File: src/design/pfa_pkg.sv
package pfa_pkg;

    localparam int FRAME_COUNT_DEF   = 16;
    localparam int SEGMENT_SLOTS_DEF = 8;

    localparam logic [1:0] OP_LOAD   = 2'd0;
    localparam logic [1:0] OP_REF    = 2'd1;
    localparam logic [1:0] OP_UNLOAD = 2'd2;

    localparam logic [1:0] KIND_FRAME = 2'd0;
    localparam logic [1:0] KIND_EVICT = 2'd1;
    localparam logic [1:0] KIND_DONE  = 2'd2;
    localparam logic [1:0] KIND_ERROR = 2'd3;

    typedef struct packed {
        logic [1:0] opcode;
        logic [7:0] seg_id;
        logic [7:0] owner_process;
        logic [4:0] page_count;
    } t_in_item;

    typedef struct packed {
        logic [1:0] event_kind;
        logic [3:0] frame_index;
        logic [7:0] event_segment;
        logic       last_of_run;
    } t_out_item;

endpackage

File: src/design/page_frame_allocator_second_chance.sv
// Page frame table with second-chance segment eviction. One request is taken
// at a time and o_in_ready is high only while the sequencer is idle. Every
// step goes through one compare unit and one frame or slot per cycle while
// the output is not stalled: a reference scans the segment slots, an unload
// scans the slots and then releases the segment's frames, and a load scans
// the slots, checks free frames and slots, evicts segments with the clock
// hand and releases their frames while short of either, then allocates frames.
// Results leave through a one-entry output register, one item per cycle at
// most.
module page_frame_allocator_second_chance #(
    parameter int FRAME_COUNT   = pfa_pkg::FRAME_COUNT_DEF,
    parameter int SEGMENT_SLOTS = pfa_pkg::SEGMENT_SLOTS_DEF
) (
    input  logic               i_clk,
    input  logic               i_rst_n,
    input  logic               i_in_valid,
    output logic               o_in_ready,
    input  pfa_pkg::t_in_item  i_in_item,
    output logic               o_out_valid,
    input  logic               i_out_ready,
    output pfa_pkg::t_out_item o_out_item
);
    import pfa_pkg::*;

    localparam int FW  = $clog2(FRAME_COUNT);
    localparam int FCW = $clog2(FRAME_COUNT + 1);
    localparam int SW  = $clog2(SEGMENT_SLOTS);
    localparam int SCW = $clog2(SEGMENT_SLOTS + 1);
    localparam int GW  = $clog2(2 * SEGMENT_SLOTS + 2);

    localparam logic [2:0] ST_IDLE   = 3'd0;
    localparam logic [2:0] ST_FIND   = 3'd1;
    localparam logic [2:0] ST_FREL   = 3'd2;
    localparam logic [2:0] ST_CHECK  = 3'd3;
    localparam logic [2:0] ST_EVICT  = 3'd4;
    localparam logic [2:0] ST_ALLOC  = 3'd5;
    localparam logic [2:0] ST_FINISH = 3'd6;

    logic [2:0]               r_state;
    t_in_item                 r_req;
    logic [FRAME_COUNT-1:0]   r_busy;
    logic [7:0]               r_frame_seg [FRAME_COUNT];
    logic [7:0]               r_frame_own [FRAME_COUNT];
    logic [FCW-1:0]           r_free;
    logic [SEGMENT_SLOTS-1:0] r_slot_valid;
    logic [SEGMENT_SLOTS-1:0] r_slot_used;
    logic [7:0]               r_slot_seg [SEGMENT_SLOTS];
    logic [SW-1:0]            r_hand;
    logic [SCW-1:0]           r_sc;
    logic [FCW-1:0]           r_fc;
    logic [FCW-1:0]           r_taken;
    logic [GW-1:0]            r_guard;
    logic [SW-1:0]            r_rel_slot;
    logic [7:0]               r_rel_seg;
    logic [1:0]               r_fin_kind;
    logic                     r_out_valid;
    t_out_item                r_out;

    logic          can_emit;
    logic [SW-1:0] sidx;
    logic [FW-1:0] fidx;
    logic [SW-1:0] hand_next;
    logic [SW-1:0] free_slot;

    assign can_emit    = !r_out_valid || i_out_ready;
    assign sidx        = r_sc[SW-1:0];
    assign fidx        = r_fc[FW-1:0];
    assign hand_next   = (r_hand == SW'(SEGMENT_SLOTS - 1)) ? '0 : r_hand + 1'b1;
    assign o_in_ready  = (r_state == ST_IDLE);
    assign o_out_valid = r_out_valid;
    assign o_out_item  = r_out;

    // lowest invalid slot
    always_comb begin
        free_slot = '0;
        for (int s = SEGMENT_SLOTS - 1; s >= 0; s--) begin
            if (!r_slot_valid[s]) begin
                free_slot = SW'(s);
            end
        end
    end

    always_ff @(posedge i_clk) begin
        if (!i_rst_n) begin
            r_state      <= ST_IDLE;
            r_busy       <= '0;
            r_free       <= FCW'(FRAME_COUNT);
            r_slot_valid <= '0;
            r_slot_used  <= '0;
            r_hand       <= '0;
            r_out_valid  <= 1'b0;
        end else begin
            if (i_out_ready) begin
                r_out_valid <= 1'b0;
            end
            unique case (r_state)
                ST_IDLE: begin
                    if (i_in_valid) begin
                        r_req   <= i_in_item;
                        r_sc    <= '0;
                        r_state <= ST_FIND;
                    end
                end
                ST_FIND: begin
                    if (r_req.opcode != OP_LOAD && r_req.opcode != OP_REF &&
                        r_req.opcode != OP_UNLOAD) begin
                        r_fin_kind <= KIND_ERROR;
                        r_state    <= ST_FINISH;
                    end else if (r_req.opcode == OP_LOAD &&
                                 r_req.page_count > 5'(FRAME_COUNT)) begin
                        r_fin_kind <= KIND_ERROR;
                        r_state    <= ST_FINISH;
                    end else if (r_sc == SCW'(SEGMENT_SLOTS)) begin
                        if (r_req.opcode == OP_LOAD) begin
                            r_state <= ST_CHECK;
                        end else begin
                            r_fin_kind <= KIND_ERROR;
                            r_state    <= ST_FINISH;
                        end
                    end else if (r_slot_valid[sidx] &&
                                 r_slot_seg[sidx] == r_req.seg_id) begin
                        if (r_req.opcode == OP_LOAD) begin
                            r_fin_kind <= KIND_ERROR;
                            r_state    <= ST_FINISH;
                        end else if (r_req.opcode == OP_REF) begin
                            r_slot_used[sidx] <= 1'b1;
                            r_fin_kind        <= KIND_DONE;
                            r_state           <= ST_FINISH;
                        end else begin
                            r_rel_slot <= sidx;
                            r_rel_seg  <= r_req.seg_id;
                            r_fc       <= '0;
                            r_state    <= ST_FREL;
                        end
                    end else begin
                        r_sc <= r_sc + 1'b1;
                    end
                end
                ST_FREL: begin
                    if (r_fc == FCW'(FRAME_COUNT)) begin
                        r_slot_valid[r_rel_slot] <= 1'b0;
                        r_slot_used[r_rel_slot]  <= 1'b0;
                        if (r_req.opcode == OP_UNLOAD) begin
                            r_fin_kind <= KIND_DONE;
                            r_state    <= ST_FINISH;
                        end else begin
                            r_state <= ST_CHECK;
                        end
                    end else begin
                        if (r_busy[fidx] && r_frame_seg[fidx] == r_rel_seg) begin
                            r_busy[fidx] <= 1'b0;
                            r_free       <= r_free + 1'b1;
                        end
                        r_fc <= r_fc + 1'b1;
                    end
                end
                ST_CHECK: begin
                    if (5'(r_free) < r_req.page_count || &r_slot_valid) begin
                        r_guard <= '0;
                        r_state <= ST_EVICT;
                    end else begin
                        r_fc    <= '0;
                        r_taken <= '0;
                        r_state <= ST_ALLOC;
                    end
                end
                ST_EVICT: begin
                    if (r_guard == GW'(2 * SEGMENT_SLOTS + 1)) begin
                        r_fin_kind <= KIND_ERROR;
                        r_state    <= ST_FINISH;
                    end else if (r_slot_valid[r_hand] && !r_slot_used[r_hand]) begin
                        if (can_emit) begin
                            r_out_valid         <= 1'b1;
                            r_out.event_kind    <= KIND_EVICT;
                            r_out.frame_index   <= '0;
                            r_out.event_segment <= r_slot_seg[r_hand];
                            r_out.last_of_run   <= 1'b0;
                            r_rel_slot          <= r_hand;
                            r_rel_seg           <= r_slot_seg[r_hand];
                            r_hand              <= hand_next;
                            r_fc                <= '0;
                            r_state             <= ST_FREL;
                        end
                    end else begin
                        // second chance: clear the mark and move on
                        r_slot_used[r_hand] <= 1'b0;
                        r_hand              <= hand_next;
                        r_guard             <= r_guard + 1'b1;
                    end
                end
                ST_ALLOC: begin
                    if (r_fc == FCW'(FRAME_COUNT) || 5'(r_taken) == r_req.page_count) begin
                        r_slot_valid[free_slot] <= 1'b1;
                        r_slot_used[free_slot]  <= 1'b0;
                        r_slot_seg[free_slot]   <= r_req.seg_id;
                        r_fin_kind              <= KIND_DONE;
                        r_state                 <= ST_FINISH;
                    end else if (r_busy[fidx]) begin
                        r_fc <= r_fc + 1'b1;
                    end else if (can_emit) begin
                        r_busy[fidx]        <= 1'b1;
                        r_frame_seg[fidx]   <= r_req.seg_id;
                        r_frame_own[fidx]   <= r_req.owner_process;
                        r_free              <= r_free - 1'b1;
                        r_taken             <= r_taken + 1'b1;
                        r_fc                <= r_fc + 1'b1;
                        r_out_valid         <= 1'b1;
                        r_out.event_kind    <= KIND_FRAME;
                        r_out.frame_index   <= 4'(fidx);
                        r_out.event_segment <= r_req.seg_id;
                        r_out.last_of_run   <= 1'b0;
                    end
                end
                ST_FINISH: begin
                    if (can_emit) begin
                        r_out_valid         <= 1'b1;
                        r_out.event_kind    <= r_fin_kind;
                        r_out.frame_index   <= '0;
                        r_out.event_segment <= r_req.seg_id;
                        r_out.last_of_run   <= 1'b1;
                        r_state             <= ST_IDLE;
                    end
                end
                default: begin
                    r_state <= ST_IDLE;
                end
            endcase
        end
    end

    a_free_count: assert property (@(posedge i_clk) disable iff (!i_rst_n)
        r_free == FCW'(FRAME_COUNT - $countones(r_busy)))
        else $error("free count out of step with busy frames");

    a_hand_range: assert property (@(posedge i_clk) disable iff (!i_rst_n)
        r_hand < SW'(SEGMENT_SLOTS - 1) || r_hand == SW'(SEGMENT_SLOTS - 1))
        else $error("clock hand past last slot");

    a_busy_after_accept: assert property (@(posedge i_clk) disable iff (!i_rst_n)
        i_in_valid && o_in_ready |=> !o_in_ready)
        else $error("accepted a second item without working the first");

    a_out_hold: assert property (@(posedge i_clk) disable iff (!i_rst_n)
        r_out_valid && !i_out_ready |=> r_out_valid && $stable(r_out))
        else $error("stalled result changed");

endmodule
File: config.mk
export PLATFORM = sky130hd
export DESIGN_NAME = page_frame_allocator_second_chance
export DESIGN_NICKNAME = d
export VERILOG_FILES = /design/src/design/pfa_pkg.sv /design/src/design/page_frame_allocator_second_chance.sv
export SDC_FILE = /design/constraint.sdc
export NUM_CORES = 1
export LEC_CHECK = 0
export BUFFER_PORTS_ARGS = -buffer_cell sky130_fd_sc_hd__buf_2
export CAP_MARGIN = 20
export CELL_PAD_IN_SITES_DETAIL_PLACEMENT = 1
export CELL_PAD_IN_SITES_GLOBAL_PLACEMENT = 2
export CORE_ASPECT_RATIO = 1.25
export CORE_MARGIN = 2
export CORE_UTILIZATION = 41
export DETAILED_ROUTE_END_ITERATION = 10
export GPL_ROUTABILITY_DRIVEN = 1
export HOLD_SLACK_MARGIN = 0.03
export PLACE_DENSITY = 0.75
export SYNTH_ARGS = -nofsm -noshare
export SYNTH_HDL_FRONTEND = slang
export SYNTH_SLANG_ARGS = --single-unit
File: constraint.sdc
create_clock -name i_clk -period 3.7 [get_ports i_clk]
set_input_delay 0.37 -clock i_clk [delete_from_list [all_inputs] [get_ports i_clk]]
set_output_delay 0.37 -clock i_clk [all_outputs]
set_load 0.01 [all_outputs]
==> metrics.txt, run 1 <==
# TYPE chip_impl_metric gauge
chip_impl_metric{name="cp_max_fo",unit=""} 7
chip_impl_metric{name="timing_max_transition_violations_final",unit=""} 0
chip_impl_metric{name="whs_path_depth",unit=""} 2
chip_impl_metric{name="synthDistinctLibCells",unit=""} 72
chip_impl_info{name="cts_tree",value="yes"} 1
chip_impl_metric{name="reg2regPathDepth",unit=""} 9
chip_impl_metric{name="final_nets",unit=""} 1199
chip_impl_metric{name="global_route_wire_length_before_repair",unit="um"} 58500
chip_impl_info{name="dominantRegCellSynth",value="edfxtp_1"} 1
chip_impl_metric{name="cts.path.max_buffers",unit=""} 3
chip_impl_metric{name="synth_cells",unit=""} 1045
chip_impl_metric{name="layoutNonFillerInstCount",unit=""} 1637
chip_impl_metric{name="synth.top_cell.area_share",unit="%"} 53.0
chip_impl_info{name="critical_path_class",value="register to register"} 1
chip_impl_metric{name="synth-async-reset-ratio",unit="%"} 0
chip_impl_metric{name="ys_seq_area_share",unit="%"} 60.6
chip_impl_metric{name="worst_setup_hold_path_clk_slew",unit="ns"} 0.06
chip_impl_metric{name="clock_sinks",unit=""} 306
chip_impl_metric{name="initial_utilization",unit="%"} 41.5
chip_impl_info{name="timing.hold.worst.class",value="input port to register"} 1
chip_impl_metric{name="grt_max_degree",unit=""} 28
chip_impl_metric{name="grt_pass1_vias",unit=""} 9753
chip_impl_metric{name="die_area",unit="sq mm"} 0.0363
chip_impl_metric{name="fraction_of_the_cycle_the_final_worst_path_needs",unit="%"} 89.1
chip_impl_metric{name="first_pass_iters",unit=""} 7
chip_impl_metric{name="pwr_density_cell",unit="mW/mm^2"} 636
chip_impl_metric{name="fin_tns_setup",unit="ns"} 0
chip_impl_metric{name="flow.area_growth_from_synthesis",unit="%"} 16.2
chip_impl_metric{name="wirelength",unit="um"} 37400
chip_impl_metric{name="diodes",unit=""} 0
chip_impl_metric{name="placement_rows",unit=""} 76
chip_impl_metric{name="power.ir.vdd_worst",unit="mV"} 0.458
chip_impl_info{name="synth_top_area_cell",value="edfxtp_1"} 1
chip_impl_metric{name="antenna_nets_post_route",unit=""} 0
chip_impl_metric{name="grt.total_usage",unit="%"} 21.3
chip_impl_metric{name="share_of_final_layout_standard_cells_stronger_than_drive_strength_1",unit="%"} 20.3
chip_impl_metric{name="yosys_register_bits",unit=""} 306
chip_impl_metric{name="cp.arrival",unit="ns"} 3.77
chip_impl_metric{name="buffer_ports.inserted",unit=""} 35
chip_impl_metric{name="postCtsSetupRepairBufs",unit=""} 0
chip_impl_info{name="synth_area_leaders",value="edfxtp_1 (53%), mux4_2 (9.5%), dfxtp_1 (7.6%), mux2i_1 (5.1%), nand2_1 (2.4%)"} 1
chip_impl_metric{name="cts_made_buffers",unit=""} 31
chip_impl_metric{name="synth.yosys.warnings",unit=""} 0
chip_impl_info{name="worst_r2r_endpoint",value="r_slot_used[3]"} 1
chip_impl_metric{name="place.detailed.hpwl",unit="um"} 25900
chip_impl_info{name="holdPathEnd",value="r_free[4]"} 1
chip_impl_info{name="endpoint_type_of_the_worst_setup_path",value="register"} 1
chip_impl_metric{name="post_syn_nets",unit=""} 1098
chip_impl_metric{name="avgViaCountPerCell",unit=""} 5.48
chip_impl_metric{name="numPlacedInstances",unit=""} 1566
chip_impl_metric{name="mappedNetlistArea",unit="sq mm"} 0.0143
chip_impl_metric{name="timing_hold_violations_final",unit=""} 0
chip_impl_metric{name="gr-total-overflow",unit=""} 0
chip_impl_metric{name="initialDrtViolationCount",unit=""} 608
chip_impl_metric{name="vias",unit=""} 8970
chip_impl_metric{name="die_w",unit="um"} 171
chip_impl_info{name="worst_hold_path_startpoint",value="i_rst_n"} 1
chip_impl_metric{name="power.static_leakage",unit="nW"} 5.77
chip_impl_metric{name="wl_per_cell",unit="um"} 22.8
chip_impl_metric{name="coreArea",unit="sq mm"} 0.0344
chip_impl_info{name="run_status",value="finished clean"} 1
chip_impl_metric{name="cp_data_required_time",unit="ns"} 4.17
chip_impl_metric{name="drt_drc_violations_left",unit=""} 0
chip_impl_metric{name="final.setup_skew",unit="ns"} 0.0242
chip_impl_info{name="worst_setup_path_start_kind",value="register"} 1
chip_impl_metric{name="fmaxAchievable",unit="MHz"} 303
chip_impl_info{name="clock_tree.root_cell",value="clkbuf_16"} 1
chip_impl_metric{name="synth-edff-count",unit=""} 252
chip_impl_metric{name="cts_h_tree_depth",unit=""} 1
chip_impl_metric{name="r2r_setup_slk",unit="ns"} 0.40
chip_impl_metric{name="timing.final.setup_violations",unit=""} 0
chip_impl_metric{name="finalWorstPathRequiredPeriod",unit="ns"} 3.30
chip_impl_metric{name="finalHoldWorstSlack",unit="ns"} 0.238
chip_impl_info{name="post-synth-top-count-cell",value="edfxtp_1"} 1
chip_impl_metric{name="syn_area_per_cell",unit="sq um"} 13.7
chip_impl_metric{name="die_height",unit="um"} 213
chip_impl_info{name="synth_commonest_cells",value="edfxtp_1 (252), nand2_1 (93), nor2_1 (75), mux2i_1 (73), mux4_2 (60)"} 1
chip_impl_metric{name="worst_pin_slew",unit="ns"} 1.02
chip_impl_metric{name="clkLatencyLatePin",unit="ns"} 0.59
chip_impl_metric{name="slew_headroom",unit="%"} 32.3
chip_impl_metric{name="maxCapViolCount",unit=""} 0
chip_impl_metric{name="io-pin-count",unit=""} 44
chip_impl_metric{name="finalWeightedCongestion",unit=""} 0.859
chip_impl_metric{name="antenna_violations_before_repair",unit=""} 0
chip_impl_info{name="grt_setup_unrepaired",value="false"} 1
-- worst max-delay path, cell delays in order, from the launching register on --
cell	delay, ns
dfxtp_1	0.61
mux4_2	0.56
mux2i_1	0.17
xor2_1	0.20
nand3_1	0.19
o31ai_4	0.38
buf_4	0.22
nand4_2	0.13
or3_1	0.39
a2111oi_2	0.35
-- state kept, by name, summed over array words and instances (netlist names), named ones only --
signal,count
r_slot_seg,64
r_fin_kind,1
r_hand,3
r_sc,4
o_out_item,14
r_taken,5
r_slot_valid,8
r_frame_seg,128
r_slot_used,8
r_guard,5
o_out_valid,1
r_rel_seg,8
r_free,5
r_state,3
r_rel_slot,3
r_req,15
r_fc,5
-- power by group --
part | internal [mW] | total (mW) | switching, mW
clock network | 2.02 | 3.38 | 1.36
logic | 1.28 | 2.81 | 1.53
registers | 4.01 | 4.36 | 0.348
-- cell families after synthesis --
| logic type | Yosys count | share of synthesized area, % |
|---|---|---|
| adder cells (fa/ha/maj) | 26 | 2.33 |
| multiplexers | 139 | 15.2 |
| AO/OA/AOI/OAI | 168 | 7.73 |
| AND/OR/NAND/NOR | 284 | 9.45 |
| flip-flops | 306 | 60.6 |
| buffers and inverters | 86 | 2.56 |
| XOR/XNOR | 36 | 2.21 |
-- repair_timing --
action / CTS / global route
endpoints found under the hold margin: 15 / 0
gates resized for setup: 0 / 0
hold buffers: 15 / 0
setup endpoints to repair: 0 / 0
-- final cells by class --
| cell class | instances | area (sq um) |
|---|---|---|
| clock buffer | 34 | 787 |
| clock inverter | 22 | 300 |
| fill | 3520 | 17800 |
| inverter | 32 | 120 |
| multi-input combinational | 653 | 5280 |
| sequential | 306 | 8650 |
| tap | 468 | 586 |
| timing repair buffer | 122 | 878 |
-- placed cells by master (no fill, tap or decap), types with 4 or more instances in the layout --
cell type and instances:
o221a_2 4, nor2_1 74, clkinv_2 6, clkbuf_16 31, a21o_1 7, buf_2 35, dlygate4sd3_1 15, mux4_2 60
nor2b_1 14, nor3_1 14, mux2_4 4, clkinv_1 7, edfxtp_1 252, a211oi_1 4, mux2i_1 73, and2_1 5
o211ai_1 7, buf_4 71, a21oi_1 38, nand4b_1 5, nand2b_1 8, inv_1 31, nand3_1 30, nand2_1 93
o31ai_1 5, ha_1 25, o21a_1 5, and3_1 8, or3_1 9, a22oi_1 10, xnor2_1 19, dfxtp_1 53
bufinv_16 7, o21ai_0 54, nor4_1 5, xor2_1 17
-- worst max path at each step --
stage	slack, ns	end	start
CTS	0.39	r_slot_used[3]	register
detailed placement	0.40	r_slot_used[3]	register
floorplan	0.0004	o_out_item[10]	r_fc[0]
global route	0.22	r_slot_used[3]	register
finish	0.40	r_slot_used[3]	register
global placement	0.45	r_slot_used[3]	register
-- per-layer routing --
metal,share of wire [%],GRT usage (%)
met5,0,0
met2,51,38.2
met1,43,27.6
met3,3.5,2.52
met4,2.1,5.38
-- per-stage QoR --
step                      worst slack (ns)  total power [mW]  area [sq um]  utilization (%)
final                                0.404              10.5         16600             48.2
after global routing                 0.217              11.0         16600             48.2
after CTS                            0.394              10.7         16600             48.2
after detailed placement             0.402              7.24         15400             44.6
after global placement               0.450              7.18         15400             44.6
after floorplan                   0.000361              6.30         14300                -
Note: power is estimated with default switching activity, not from simulation.
==> run 2, diff against run 1 <==
--- a/config.mk
+++ b/config.mk
@@ -9,7 +9,7 @@
 export CAP_MARGIN = 20
 export CELL_PAD_IN_SITES_DETAIL_PLACEMENT = 1
 export CELL_PAD_IN_SITES_GLOBAL_PLACEMENT = 2
-export CORE_ASPECT_RATIO = 1.25
+export CORE_ASPECT_RATIO = 1.1
 export CORE_MARGIN = 2
 export CORE_UTILIZATION = 41
 export DETAILED_ROUTE_END_ITERATION = 10
==> run 2 against run 1 <==
  * Clock skew down 0.0052 ns
  * Global-route usage shrank 0.58 points
  * Via count is 1.2% higher
  * First-iteration DRC count fell by 7.2%
  * Fmax shrank 1.2%
  * Power is 0.76% higher
  * Wire length fell by 1.5%
  * Largest power group unchanged
  * Count of clock-buffer cells in the layout rose by 5
  * Critical path depth unchanged
==> metrics.txt, run 2 (synthesized netlist as in run 1, its figures left out) <==
# TYPE chip_impl_metric gauge
chip_impl_metric{name="comb_power_share",unit="%"} 25.8
chip_impl_metric{name="timing_hold_violations_final",unit=""} 0
chip_impl_info{name="cts_tree",value="yes"} 1
chip_impl_metric{name="cp.arrival",unit="ns"} 3.74
chip_impl_info{name="crit_chain",value="mux4_2 > mux2i_1 > xor2_1 > nand3_1 > o31ai_4 > nand4b_2 > a2111oi_4 > buf_4 > mux2_4"} 1
chip_impl_info{name="critical_path.top_delay_family",value="multiplexers"} 1
chip_impl_metric{name="register_area",unit="sq mm"} 0.00865
chip_impl_info{name="worst_setup_path_start_kind",value="register"} 1
chip_impl_metric{name="largest_reg_flops",unit=""} 128
chip_impl_metric{name="buffer_ports.inserted",unit=""} 35
chip_impl_info{name="timing.hold.worst.class",value="input port to register"} 1
chip_impl_info{name="mostFrequentLayoutCells",value="edfxtp_1 (252), nand2_1 (93), nor2_1 (74)"} 1
chip_impl_metric{name="detailroute.wirelength.met2",unit="um"} 18500
chip_impl_metric{name="vias",unit=""} 9077
chip_impl_info{name="clock_tree.root_cell",value="clkbuf_16"} 1
chip_impl_metric{name="power.static_leakage",unit="nW"} 5.79
chip_impl_metric{name="first_pass_iters",unit=""} 5
chip_impl_metric{name="pwr_density_cell",unit="mW/mm^2"} 639
chip_impl_metric{name="cp_data_required_time",unit="ns"} 4.11
chip_impl_metric{name="io-pin-count",unit=""} 44
chip_impl_metric{name="power_switching",unit="mW"} 3.28
chip_impl_metric{name="timing.final.setup_violations",unit=""} 0
chip_impl_metric{name="final_nets",unit=""} 1202
chip_impl_info{name="run_status",value="finished clean"} 1
chip_impl_metric{name="worst_pin_slew",unit="ns"} 0.941
chip_impl_info{name="critical_path_class",value="register to register"} 1
chip_impl_metric{name="clock_power_share",unit="%"} 33.3
chip_impl_metric{name="die_area",unit="sq mm"} 0.0363
chip_impl_metric{name="grt_max_degree",unit=""} 28
chip_impl_metric{name="drt_drc_violations_left",unit=""} 0
chip_impl_info{name="layout.cells.most_common",value="edfxtp_1"} 1
chip_impl_metric{name="maxCapViolCount",unit=""} 0
chip_impl_metric{name="final.fill_count",unit=""} 3459
chip_impl_metric{name="post_cts_resize_count",unit=""} 0
chip_impl_metric{name="antenna_nets_post_route",unit=""} 0
chip_impl_metric{name="avgViaCountPerCell",unit=""} 5.62
chip_impl_metric{name="gr-total-overflow",unit=""} 0
chip_impl_metric{name="antenna_violations_before_repair",unit=""} 0
chip_impl_metric{name="cts.path.max_buffers",unit=""} 3
chip_impl_info{name="worst_hold_path_startpoint",value="i_in_item[17]"} 1
chip_impl_metric{name="global_route_wire_length_before_repair",unit="um"} 56900
chip_impl_metric{name="cts_made_buffers",unit=""} 35
chip_impl_metric{name="reg2regPathDepth",unit=""} 9
chip_impl_metric{name="multi_input_area",unit="sq mm"} 0.00528
chip_impl_metric{name="routed-wl-met3",unit="um"} 1330
chip_impl_metric{name="length_of_routed_wiring_on_met1",unit="um"} 16400
chip_impl_metric{name="dp_slack",unit="ns"} 0.340
chip_impl_info{name="critPathSlowestCell",value="mux4_2"} 1
chip_impl_metric{name="cp.buffers_inverters",unit=""} 1
chip_impl_metric{name="clkLatencyLatePin",unit="ns"} 0.53
chip_impl_metric{name="slew_headroom",unit="%"} 37.3
chip_impl_metric{name="r2r_setup_slk",unit="ns"} 0.36
chip_impl_metric{name="internal_power",unit="mW"} 7.35
chip_impl_metric{name="initialDrtViolationCount",unit=""} 564
chip_impl_metric{name="setup_slack",unit="ns"} 0.362
chip_impl_metric{name="flow.area_growth_from_synthesis",unit="%"} 16.4
chip_impl_metric{name="whs_path_depth",unit=""} 1
chip_impl_info{name="grt_setup_unrepaired",value="false"} 1
chip_impl_metric{name="clock_sinks",unit=""} 306
chip_impl_metric{name="final.setup_skew",unit="ns"} 0.0189
chip_impl_metric{name="placement_rows",unit=""} 71
chip_impl_metric{name="finalWorstPathRequiredPeriod",unit="ns"} 3.34
chip_impl_metric{name="coreArea",unit="sq mm"} 0.0343
chip_impl_metric{name="grt.total_usage",unit="%"} 20.8
chip_impl_metric{name="fin_tns_setup",unit="ns"} 0
chip_impl_info{name="reg_top3",value="r_frame_seg: 128 flops, r_slot_seg: 64 flops, r_req: 15 flops"} 1
chip_impl_metric{name="wirelength",unit="um"} 36800
chip_impl_metric{name="wl_per_cell",unit="um"} 22.8
chip_impl_metric{name="power.share.sequential",unit="%"} 40.8
chip_impl_metric{name="initial_utilization",unit="%"} 41.6
chip_impl_metric{name="power.ir.vdd_worst",unit="mV"} 0.372
chip_impl_metric{name="grt_pass1_vias",unit=""} 9607
chip_impl_metric{name="max_stage_delay",unit="ns"} 0.55
chip_impl_info{name="top_layer",value="met4"} 1
chip_impl_metric{name="place.detailed.hpwl",unit="um"} 25600
chip_impl_metric{name="fraction_of_the_cycle_the_final_worst_path_needs",unit="%"} 90.2
chip_impl_metric{name="share_of_final_layout_standard_cells_stronger_than_drive_strength_1",unit="%"} 20.6
chip_impl_metric{name="postCtsSetupRepairBufs",unit=""} 0
chip_impl_metric{name="p_sw_share",unit="%"} 30.8
chip_impl_info{name="endpoint_type_of_the_worst_setup_path",value="register"} 1
chip_impl_metric{name="finalWeightedCongestion",unit=""} 0.821
chip_impl_metric{name="die_height",unit="um"} 200
chip_impl_info{name="registers.top_by_ff_count",value="r_frame_seg"} 1
chip_impl_metric{name="die_w",unit="um"} 182
chip_impl_metric{name="cp_max_fo",unit=""} 9
chip_impl_metric{name="fmaxAchievable",unit="MHz"} 300
chip_impl_metric{name="worst_setup_hold_path_clk_slew",unit="ns"} 0.06
chip_impl_metric{name="cts_h_tree_depth",unit=""} 2
chip_impl_metric{name="timing_max_transition_violations_final",unit=""} 0
chip_impl_info{name="holdPathEnd",value="r_req[17]"} 1
[run 2: worst reg2reg max path, stage by stage (launching register included)]
cell and delay, ns:
dfxtp_1 0.53, mux4_2 0.55, mux2i_1 0.18, xor2_1 0.20, nand3_1 0.20, o31ai_4 0.49
nand4b_2 0.27, a2111oi_4 0.24, buf_4 0.25, mux2_4 0.31
[run 2: worst max-delay path by stage]
stage | from | to | slack (ns) | depth (start not counted)
global route | register | register | 0.21 | 9
global placement | register | register | 0.41 | 9
floorplan | r_fc[0] | o_out_item[10] | 0.0004 | 8
CTS | register | register | 0.33 | 9
detailed placement | register | register | 0.34 | 9
finish | register | register | 0.36 | 9
[run 2: final cells by class]
class                   count  area share (%)
flip-flops and latches    306            52.0
multi-input cells         653            31.7
clock buffers              39            5.36
repair buffers            121            5.15
well taps                 438            3.30
clock inverters            24            1.69
inverters                  32           0.723
diodes                      1          0.0151
[run 2: what timing repair did]
item                                    CTS  global route
hold endpoints to repair                 14             0
endpoints found under the setup margin    0             0
hold buffers                             14             0
[run 2: per-stage QoR]
step	cells	hold WS (ns)	utilization, %	cell area, sq um	total power [mW]
final	1614	0.0599	48.5	16600	10.6
after global routing	1613	0.0463	48.5	16600	11.1
after CTS	1613	0.0445	48.5	16600	10.8
after detailed placement	1536	0.447	44.6	15300	7.17
after global placement	1536	0.438	44.6	15300	7.11
after floorplan	1045	0.421	-	14300	6.30
[run 2: per-layer routing]
layer / vias up / track usage (%)
met3: 45 / 2.81
met5: - / 0
met2: 145 / 36.3
li1: 4193 / -
met4: 0 / 5.53
met1: 4694 / 27.5
[run 2: power groups by stage]
stage | clock network (mW) | registers [mW] | logic, mW
floorplan | 0 | 4.22 | 2.08
global placement | 0 | 4.41 | 2.70
detailed placement | 0 | 4.42 | 2.75
CTS | 3.63 | 4.35 | 2.78
global route | 3.74 | 4.39 | 2.98
finish | 3.54 | 4.34 | 2.75
